==> config.mk <==
export PLATFORM = sky130hd
export DESIGN_NAME = rv64i_instruction_decoder_unit
export DESIGN_NICKNAME = d
export VERILOG_FILES = /design/src/hdl/rvid_pkg.sv /design/src/hdl/rv64i_instruction_decoder_unit.sv
export SDC_FILE = /design/constraint.sdc
export NUM_CORES = 1
export LEC_CHECK = 0
export BUFFER_PORTS_ARGS = -buffer_cell sky130_fd_sc_hd__buf_2
export CELL_PAD_IN_SITES_DETAIL_PLACEMENT = 1
export CELL_PAD_IN_SITES_GLOBAL_PLACEMENT = 1
export CORE_AREA = 5 5 107 109
export DETAILED_ROUTE_END_ITERATION = 16
export DIE_AREA = 0 0 112 114
export PLACE_DENSITY = 0.82
export RECOVER_POWER = 100
export SLEW_MARGIN = 10
export SYNTH_ARGS = -nofsm -noshare
export SYNTH_HDL_FRONTEND = slang
export SYNTH_SLANG_ARGS = --single-unit
==> constraint.sdc <==
create_clock -name clk -period 6.2 [get_ports clk]
set_input_delay 0.62 -clock clk [delete_from_list [all_inputs] [get_ports clk]]
set_output_delay 0.62 -clock clk [all_outputs]
set_load 0.005 [all_outputs]
==> src/hdl/rvid_pkg.sv <==
package rvid_pkg;

    // major opcodes
    localparam logic [6:0] OPC_SYSTEM = 7'b1110011;
    localparam logic [6:0] OPC_LOAD   = 7'b0000011;
    localparam logic [6:0] OPC_OP_IMM = 7'b0010011;
    localparam logic [6:0] OPC_OP     = 7'b0110011;
    localparam logic [6:0] OPC_OP_32  = 7'b0111011;
    localparam logic [6:0] OPC_IMM_32 = 7'b0011011;
    localparam logic [6:0] OPC_STORE  = 7'b0100011;
    localparam logic [6:0] OPC_BRANCH = 7'b1100011;
    localparam logic [6:0] OPC_AUIPC  = 7'b0010111;
    localparam logic [6:0] OPC_JAL    = 7'b1101111;
    localparam logic [6:0] OPC_JALR   = 7'b1100111;
    localparam logic [6:0] OPC_TRAP   = 7'b1101011;
    localparam logic [6:0] OPC_LUI    = 7'b0110111;

    localparam logic [6:0] F7_BASE = 7'b0000000;
    localparam logic [6:0] F7_ALT  = 7'b0100000;
    localparam logic [6:0] F7_MUL  = 7'b0000001;
    localparam logic [5:0] F6_BASE = 6'b000000;
    localparam logic [5:0] F6_ALT  = 6'b010000;

    typedef enum logic [2:0] {
        FMT_I    = 3'd0,
        FMT_R    = 3'd1,
        FMT_S    = 3'd2,
        FMT_B    = 3'd3,
        FMT_U    = 3'd4,
        FMT_J    = 3'd5,
        FMT_NONE = 3'd6
    } fmt_t;

    // dense operation numbers
    localparam logic [5:0] OP_INVALID = 6'd0;
    localparam logic [5:0] OP_EBREAK  = 6'd1;
    localparam logic [5:0] OP_LB      = 6'd2;
    localparam logic [5:0] OP_LH      = 6'd3;
    localparam logic [5:0] OP_LW      = 6'd4;
    localparam logic [5:0] OP_LD      = 6'd5;
    localparam logic [5:0] OP_LBU     = 6'd6;
    localparam logic [5:0] OP_LHU     = 6'd7;
    localparam logic [5:0] OP_LWU     = 6'd8;
    localparam logic [5:0] OP_SB      = 6'd9;
    localparam logic [5:0] OP_SH      = 6'd10;
    localparam logic [5:0] OP_SW      = 6'd11;
    localparam logic [5:0] OP_SD      = 6'd12;
    localparam logic [5:0] OP_ADDI    = 6'd13;
    localparam logic [5:0] OP_SLLI    = 6'd14;
    localparam logic [5:0] OP_SLTI    = 6'd15;
    localparam logic [5:0] OP_SLTIU   = 6'd16;
    localparam logic [5:0] OP_XORI    = 6'd17;
    localparam logic [5:0] OP_ORI     = 6'd18;
    localparam logic [5:0] OP_ANDI    = 6'd19;
    localparam logic [5:0] OP_SRLI    = 6'd20;
    localparam logic [5:0] OP_SRAI    = 6'd21;
    localparam logic [5:0] OP_ADD     = 6'd22;
    localparam logic [5:0] OP_SUB     = 6'd23;
    localparam logic [5:0] OP_SLL     = 6'd24;
    localparam logic [5:0] OP_SLT     = 6'd25;
    localparam logic [5:0] OP_SLTU    = 6'd26;
    localparam logic [5:0] OP_XOR     = 6'd27;
    localparam logic [5:0] OP_OR      = 6'd28;
    localparam logic [5:0] OP_AND     = 6'd29;
    localparam logic [5:0] OP_SRL     = 6'd30;
    localparam logic [5:0] OP_SRA     = 6'd31;
    localparam logic [5:0] OP_ADDW    = 6'd32;
    localparam logic [5:0] OP_SUBW    = 6'd33;
    localparam logic [5:0] OP_MULW    = 6'd34;
    localparam logic [5:0] OP_SLLW    = 6'd35;
    localparam logic [5:0] OP_SRLW    = 6'd36;
    localparam logic [5:0] OP_SRAW    = 6'd37;
    localparam logic [5:0] OP_DIVW    = 6'd38;
    localparam logic [5:0] OP_ADDIW   = 6'd39;
    localparam logic [5:0] OP_SLLIW   = 6'd40;
    localparam logic [5:0] OP_SRLIW   = 6'd41;
    localparam logic [5:0] OP_SRAIW   = 6'd42;
    localparam logic [5:0] OP_BEQ     = 6'd43;
    localparam logic [5:0] OP_BNE     = 6'd44;
    localparam logic [5:0] OP_BLT     = 6'd45;
    localparam logic [5:0] OP_BGE     = 6'd46;
    localparam logic [5:0] OP_BLTU    = 6'd47;
    localparam logic [5:0] OP_BGEU    = 6'd48;
    localparam logic [5:0] OP_AUIPC   = 6'd49;
    localparam logic [5:0] OP_JAL     = 6'd50;
    localparam logic [5:0] OP_JALR    = 6'd51;
    localparam logic [5:0] OP_TRAP    = 6'd52;
    localparam logic [5:0] OP_LUI     = 6'd53;

    typedef struct packed {
        logic [5:0]         op_id;
        fmt_t               fmt;
        logic [4:0]         src1_reg;
        logic [4:0]         src2_reg;
        logic [4:0]         dest_reg;
        logic               dest_writes;
        logic signed [31:0] immediate;
    } dec_t;

    function automatic dec_t decode(input logic [31:0] x);
        dec_t       r;
        logic [6:0] opc;
        logic [2:0] f3;
        logic [6:0] f7;
        logic [5:0] f6;
        logic [5:0] id;
        fmt_t       fmt;
        opc = x[6:0];
        f3  = x[14:12];
        f7  = x[31:25];
        f6  = x[31:26];
        id  = OP_INVALID;
        fmt = FMT_NONE;

        unique case (opc)
            OPC_SYSTEM:
            begin
                fmt = FMT_I;
                id  = (f3 == 3'd0) ? OP_EBREAK : OP_INVALID;
            end
            OPC_LOAD:
            begin
                fmt = FMT_I;
                unique case (f3)
                    3'd0:    id = OP_LB;
                    3'd1:    id = OP_LH;
                    3'd2:    id = OP_LW;
                    3'd3:    id = OP_LD;
                    3'd4:    id = OP_LBU;
                    3'd5:    id = OP_LHU;
                    3'd6:    id = OP_LWU;
                    default: id = OP_INVALID;
                endcase
            end
            OPC_STORE:
            begin
                fmt = FMT_S;
                unique case (f3)
                    3'd0:    id = OP_SB;
                    3'd1:    id = OP_SH;
                    3'd2:    id = OP_SW;
                    3'd3:    id = OP_SD;
                    default: id = OP_INVALID;
                endcase
            end
            OPC_OP_IMM:
            begin
                fmt = FMT_I;
                unique case (f3)
                    3'd0:    id = OP_ADDI;
                    3'd1:    id = (f6 == F6_BASE) ? OP_SLLI : OP_INVALID;
                    3'd2:    id = OP_SLTI;
                    3'd3:    id = OP_SLTIU;
                    3'd4:    id = OP_XORI;
                    3'd5:    id = (f6 == F6_BASE) ? OP_SRLI :
                                  (f6 == F6_ALT)  ? OP_SRAI : OP_INVALID;
                    3'd6:    id = OP_ORI;
                    default: id = OP_ANDI;
                endcase
            end
            OPC_OP:
            begin
                fmt = FMT_R;
                if (f7 == F7_BASE)
                begin
                    unique case (f3)
                        3'd0:    id = OP_ADD;
                        3'd1:    id = OP_SLL;
                        3'd2:    id = OP_SLT;
                        3'd3:    id = OP_SLTU;
                        3'd4:    id = OP_XOR;
                        3'd5:    id = OP_SRL;
                        3'd6:    id = OP_OR;
                        default: id = OP_AND;
                    endcase
                end
                else if (f7 == F7_ALT)
                begin
                    id = (f3 == 3'd0) ? OP_SUB : (f3 == 3'd5) ? OP_SRA : OP_INVALID;
                end
            end
            OPC_OP_32:
            begin
                fmt = FMT_R;
                if (f7 == F7_BASE)
                begin
                    id = (f3 == 3'd0) ? OP_ADDW :
                         (f3 == 3'd1) ? OP_SLLW :
                         (f3 == 3'd5) ? OP_SRLW : OP_INVALID;
                end
                else if (f7 == F7_ALT)
                begin
                    id = (f3 == 3'd0) ? OP_SUBW : (f3 == 3'd5) ? OP_SRAW : OP_INVALID;
                end
                else if (f7 == F7_MUL)
                begin
                    id = (f3 == 3'd0) ? OP_MULW : (f3 == 3'd4) ? OP_DIVW : OP_INVALID;
                end
            end
            OPC_IMM_32:
            begin
                fmt = FMT_I;
                if (f3 == 3'd0)
                    id = OP_ADDIW;
                else if (f3 == 3'd1)
                    id = (f7 == F7_BASE) ? OP_SLLIW : OP_INVALID;
                else if (f3 == 3'd5)
                    id = (f7 == F7_BASE) ? OP_SRLIW :
                         (f7 == F7_ALT)  ? OP_SRAIW : OP_INVALID;
            end
            OPC_BRANCH:
            begin
                fmt = FMT_B;
                unique case (f3)
                    3'd0:    id = OP_BEQ;
                    3'd1:    id = OP_BNE;
                    3'd4:    id = OP_BLT;
                    3'd5:    id = OP_BGE;
                    3'd6:    id = OP_BLTU;
                    3'd7:    id = OP_BGEU;
                    default: id = OP_INVALID;
                endcase
            end
            OPC_AUIPC:
            begin
                fmt = FMT_U;
                id  = OP_AUIPC;
            end
            OPC_JAL:
            begin
                fmt = FMT_J;
                id  = OP_JAL;
            end
            OPC_JALR:
            begin
                fmt = FMT_I;
                id  = (f3 == 3'd0) ? OP_JALR : OP_INVALID;
            end
            OPC_TRAP:
            begin
                fmt = FMT_NONE;
                id  = OP_TRAP;
            end
            OPC_LUI:
            begin
                fmt = FMT_U;
                id  = OP_LUI;
            end
            default:
            begin
                fmt = FMT_NONE;
                id  = OP_INVALID;
            end
        endcase

        if (id == OP_INVALID)
            fmt = FMT_NONE;

        r.op_id       = id;
        r.fmt         = fmt;
        r.src1_reg    = '0;
        r.src2_reg    = '0;
        r.dest_reg    = '0;
        r.immediate   = '0;

        unique case (fmt)
            FMT_I:
            begin
                r.src1_reg  = x[19:15];
                r.dest_reg  = x[11:7];
                r.immediate = {{20{x[31]}}, x[31:20]};
            end
            FMT_R:
            begin
                r.src1_reg = x[19:15];
                r.src2_reg = x[24:20];
                r.dest_reg = x[11:7];
            end
            FMT_S:
            begin
                r.src1_reg  = x[19:15];
                r.src2_reg  = x[24:20];
                r.immediate = {{20{x[31]}}, x[31:25], x[11:7]};
            end
            FMT_B:
            begin
                r.src1_reg  = x[19:15];
                r.src2_reg  = x[24:20];
                r.immediate = {{19{x[31]}}, x[31], x[7], x[30:25], x[11:8], 1'b0};
            end
            FMT_U:
            begin
                r.dest_reg  = x[11:7];
                r.immediate = {x[31:12], 12'b0};
            end
            FMT_J:
            begin
                r.dest_reg  = x[11:7];
                r.immediate = {{11{x[31]}}, x[31], x[19:12], x[20], x[30:21], 1'b0};
            end
            default:
            begin
                r.src1_reg = '0;
            end
        endcase

        // dest_reg is already zero for formats without rd
        r.dest_writes = (r.dest_reg != 5'd0);
        return r;
    endfunction

endpackage

==> src/hdl/rv64i_instruction_decoder_unit.sv <==
// Decodes one RV64I instruction word per clock while req_stall is low into an operation number,
// format, register fields, a write flag and the sign-extended immediate. The request is captured
// in an input register, decoded by one level of logic and held in a result register, from which
// the result leaves; a new request can be taken every cycle unless req_stall is raised.
// rsp_stall holds the result register; the input register keeps accepting while it is empty
// or moving forward, so req_stall rises only when both stages are full and the result is held.
module rv64i_instruction_decoder_unit
(
    input  logic               clk,
    input  logic               rst_n,
    input  logic               req_valid,
    output logic               req_stall,
    input  logic [31:0]        instruction,
    output logic               rsp_valid,
    input  logic               rsp_stall,
    output logic [5:0]         op_id,
    output logic [2:0]         format,
    output logic [4:0]         src1_reg,
    output logic [4:0]         src2_reg,
    output logic [4:0]         dest_reg,
    output logic               dest_writes,
    output logic signed [31:0] immediate
);

    logic               in_valid_reg;
    logic [31:0]        instr_reg;
    logic               out_valid_reg;
    rvid_pkg::dec_t     out_reg;
    rvid_pkg::dec_t     dec_next;
    logic               out_load;
    logic               in_load;

    // result register frees up when empty or being taken this cycle
    assign out_load  = !out_valid_reg || !rsp_stall;
    assign in_load   = !in_valid_reg || out_load;
    assign req_stall = !in_load;

    assign dec_next = rvid_pkg::decode(instr_reg);

    always_ff @(posedge clk or negedge rst_n)
    begin
        if (!rst_n)
        begin
            in_valid_reg  <= 1'b0;
            out_valid_reg <= 1'b0;
        end
        else
        begin
            if (in_load)
                in_valid_reg <= req_valid;
            if (out_load)
                out_valid_reg <= in_valid_reg;
        end
    end

    always_ff @(posedge clk)
    begin
        if (in_load && req_valid)
            instr_reg <= instruction;
        if (out_load && in_valid_reg)
            out_reg <= dec_next;
    end

    assign rsp_valid   = out_valid_reg;
    assign op_id       = out_reg.op_id;
    assign format      = 3'(out_reg.fmt);
    assign src1_reg    = out_reg.src1_reg;
    assign src2_reg    = out_reg.src2_reg;
    assign dest_reg    = out_reg.dest_reg;
    assign dest_writes = out_reg.dest_writes;
    assign immediate   = out_reg.immediate;

`ifndef SYNTH
    // an accepted request always lands in the input stage
    assert property (@(posedge clk) disable iff (!rst_n)
        (req_valid && !req_stall) |=> in_valid_reg)
        else $error("accepted request not captured");

    // a full input stage blocked by a held result is not dropped
    assert property (@(posedge clk) disable iff (!rst_n)
        (in_valid_reg && !out_load) |=> (in_valid_reg && $stable(instr_reg)))
        else $error("input stage lost while stalled");

    // a full input stage reaches the result register when it moves
    assert property (@(posedge clk) disable iff (!rst_n)
        (in_valid_reg && out_load) |=> rsp_valid)
        else $error("decoded request not presented");

    // invalid and register-register results carry no immediate
    assert property (@(posedge clk) disable iff (!rst_n)
        (rsp_valid && (op_id == rvid_pkg::OP_INVALID || format == 3'(rvid_pkg::FMT_R)))
        |-> (immediate == 32'sd0))
        else $error("unexpected immediate");

    // write flag only with a real destination
    assert property (@(posedge clk) disable iff (!rst_n)
        (rsp_valid && dest_writes) |-> (dest_reg != 5'd0 && op_id != rvid_pkg::OP_INVALID))
        else $error("write flag without destination");
`endif

endmodule

Yosys cells after proc, flatten, opt, wreduce, memory -nomap -nowiden. Cells that the tools add are included. Widths: inputs -> output; s select.

Register bits: 91. Input bits: 36. Output and inout bits: 59. Word-level logic and storage cells: 93.

Equality and inequality tests: 28. Multiplexer cells: 35. Reductions and logical operators: 20.

Operator list (count): $pmux 32 s5 (1); $mux 6 (18); $pmux 6 s13 (1); $pmux 4 s7 (2); $pmux 6 s6 (1); $eq 7x6->1 const B (5); $eq 7x7->1 const B (5); $pmux 5 s7 (1); $mux 5 (6); $eq 7x5->1 const B (3); $eq 3x3->1 const B (6); $pmux 3 s6 (1); $pmux 4 s4 (1); $eq 3x2->1 const B (4); $logic_not 6->1 (2); $reduce_or 4->1 (2); $eq 7x1->1 const B (1); $eq 7x2->1 const B (1); $logic_not 7->1 (1); $eq 3x1->1 const B (2); $eq 6x5->1 const B (1); $logic_not 3->1 (2); $reduce_bool 5->1 (1); $reduce_or 5->1 (1); 8 further kinds (14).

Longest topological paths before layout.
Word-level depth: 13. Gate-level depth with buffers: 11. Mapped depth without buffers: 8.

Least setup slack after synthesis. No wires, ideal clock.

Kind: input to register. Start point: in rsp_stall. End point: reg out_reg, in the netlist dest_reg[0] (enable). Library setup time: 0.558 ns. Arrival: 4.787 ns. Required time: 5.642 ns. Path slack: 0.854 ns. Stages on the path: 1. Buffers on the path: 0. Cells stage by stage: a21boi_0.

Word-level cells in the longest chain between the ends: 3.

RTL lines: from (decl) (line rv64i_instruction_decoder_unit.sv:15) `input logic rsp_stall,`; $logic_not 1->1 (line rv64i_instruction_decoder_unit.sv:34) `assign out_load = !out_valid_reg || !rsp_stall;`; $logic_or 1x1->1 (line rv64i_instruction_decoder_unit.sv:34); $logic_and 1x1->1 (line rv64i_instruction_decoder_unit.sv:60) `if (out_load && in_valid_reg)`; to (signal assigned) (line rv64i_instruction_decoder_unit.sv:61) `out_reg <= dec_next;`; to (decl) (line rv64i_instruction_decoder_unit.sv:28) `rvid_pkg::dec_t out_reg;`.

Every way passes these cells. A chain may end at the register's enable or synchronous reset.

==> results.toml <==
[place]
dpl.hpwl_mm = 7.92
gp_congestion = 0.881
portBuffers = 94

[layout]
mostFrequentLayoutCells = "edfxtp_1 (89), buf_2 (55), clkbuf_1 (42), nor2_1 (23), and2_0 (21)"
final_common_cell = "edfxtp_1"
syn2layout_area_growth_pct = 15.7
drive_above_1_share_pct = 18.4
final_net_count = 472
num_antenna_cells = 0

[yosys]
synth_top_cell_by_area = "edfxtp_1"
synth_seq_area_share_pct = 62.5
syn_nets = 382
syn-mean-instance-area_sq_um = 12.6
synthCells = 346
ys_ff_latch = 91
syn_area_sq_mm = 0.00436
synth_area_leaders = "edfxtp_1 (61%), and2_1 (3.4%), a211o_1 (2.4%)"
ys_types = 65
yosys_warnings = 0
synth_top_area_share_pct = 61.3
synth-main-ff-cell = "edfxtp_1"
async_reset_ff_share_pct = 2.20
synth-edff-count = 89

[critical_path]
required_ps = 6400
max_stage_delay_ps = 1840
path_cells = "or4bb_1 -> nor4_1 -> o311ai_1 -> o211a_1 -> or4b_1 -> nor4_4 -> nor3b_1 -> a211o_1"
critPathKind = "reg2reg"
cp-start-kind = "flop"
cp_max_fo = 21
cp_num_buf_inv = 0
critPathTopFamily = "simple AND/OR/NAND/NOR gates"
arrival_ps = 5000
crit_slowest_cell = "nor3b_1"
worst_setup_path_end_kind = "flop"

[detailed_routing]
vias = 3195
drc_errors = 0
ant_nets = 0
viasPerCell = 5.50
drt_pass1_iterations = 4
wl_per_cell_um = 19.0
wl_mm = 11.1
drt_iter0_markers = 214

[timing]
tightest_slew_ps = 3070
setup_viol = 0
holdWs_ps = 429
report.final.slew_viol_count = 111
relSlewSlack_pct = -105
hold_violations = 0
period_share_pct = 77.3
skew_ps = 16.2
rsz0062_at_grt = "false"
setup_tns_ps = 0
period_minus_slack_ps = 4790
fmax_mhz = 209

[floorplanning]
start_util_pct = 41.5
rows = 38
core_sq_mm = 0.0105
die_h_um = 114
dieArea_sq_mm = 0.0128
die-width_um = 112
ios = 95

[global_routing]
grt_max_degree = 58
antenna_found_initial = 0
grt_pass1_vias = 3251
grt_pass1_wl_mm = 17.5
gr-usage-all-layers_pct = 17.3
grt_overflow = 0

[status]
status = "finished with violations"
violations = "capacitance limit, slew limit"

[run]
maxCapViolCount = 3

[clock_tree]
htree_levels = 3
cts_made_buffers = 9
clockBufferDepth = 2
postCtsSetupBuffers = 0
cts_tree = "done"
clk-insertion-delay-late_ps = 360
ctsRootBufferMaster = "clkbuf_8"
cts.sinks = 91
path_clk_slew_ps = 100

[min_path]
hold_path.class = "in2reg"

[power]
power_density_mw_per_mm2 = 251
p_total_uw = 1270
vdd_drop_max_uv = 144
p_leak_uw = 0.00194
cell usage after synthesis (4+ instances only):
library cell	number
edfxtp_1	89
nand2_1	17
a22o_1	5
o21ai_0	12
a21oi_1	15
nand2b_1	8
and2_1	24
nor2b_1	4
buf_2	7
nor3b_1	4
nor4_1	4
nand3_1	7
nor3_1	15
a21o_1	10
a211o_1	12
clkbuf_1	5
nor2_1	23
a31oi_1	5
inv_1	7
what timing repair did:
action	4_1_cts	5_1_grt
gates resized for setup	0	0
hold buffers	0	1
endpoints found under the hold margin	0	2
cell type report:
| type | count | area, sq um |
|---|---|---|
| clock buffer | 10 | 128 |
| sequential | 91 | 2720 |
| clock inverter | 6 | 65.1 |
| timing repair buffer | 97 | 439 |
| fill | 1175 | 5460 |
| multi-input combinational | 229 | 1480 |
| inverter | 8 | 30.0 |
| tap | 140 | 175 |
metrics by stage:
step,instance area (sq um),cells,setup WS [ps],util [%]
finish,5040,581,1410,48.0
detailed placement,4910,564,2280,46.7
CTS,5100,580,2250,48.6
global route,5040,581,1030,48.0
floorplan,4360,346,854,-
global placement,4910,564,2380,46.7
cell families after synthesis:
kind of cell,count (synthesis),share of synthesized area [%]
AO/OA/AOI/OAI,86,13.9
AND/OR/NAND/NOR,140,19.4
XOR/XNOR,2,0.574
flip-flops,91,62.5
adder cells (fa/ha/maj),1,0.230
buffers and inverters,26,3.39
path summary, 6_finish.rpt:
path	startpoint	to	slack [ps]	cells after the start
max in group asynchronous	rst_n	rsp_valid	5510	2
worst min register to register	in_valid_reg	rsp_valid	490	1
worst min-delay path	instruction[9]	instr_reg[9]	430	1
worst max-delay path	instr_reg[5]	immediate[29]	1410	8
min in group asynchronous	rst_n	in_valid_reg	560	2
worst max register to register	instr_reg[5]	immediate[29]	1410	8
per-layer routing:
metal | global-route usage [%] | part of all wire (%) | up-vias
met5 | 0 | 0 | -
met4 | 5.21 | 1.4 | 0
met2 | 29.3 | 50 | 90
li1 | - | - | 1514
met3 | 3.24 | 4.7 | 12
met1 | 22.7 | 44 | 1579
where the power goes:
group | total, uW | leakage, uW | internal [uW] | switching, uW
logic | 110 | 0.000942 | 43.7 | 66.2
registers | 761 | 0.000898 | 723 | 37.3
clock network | 397 | 0.0000966 | 187 | 210
Note: power is estimated with default switching activity, not from simulation.
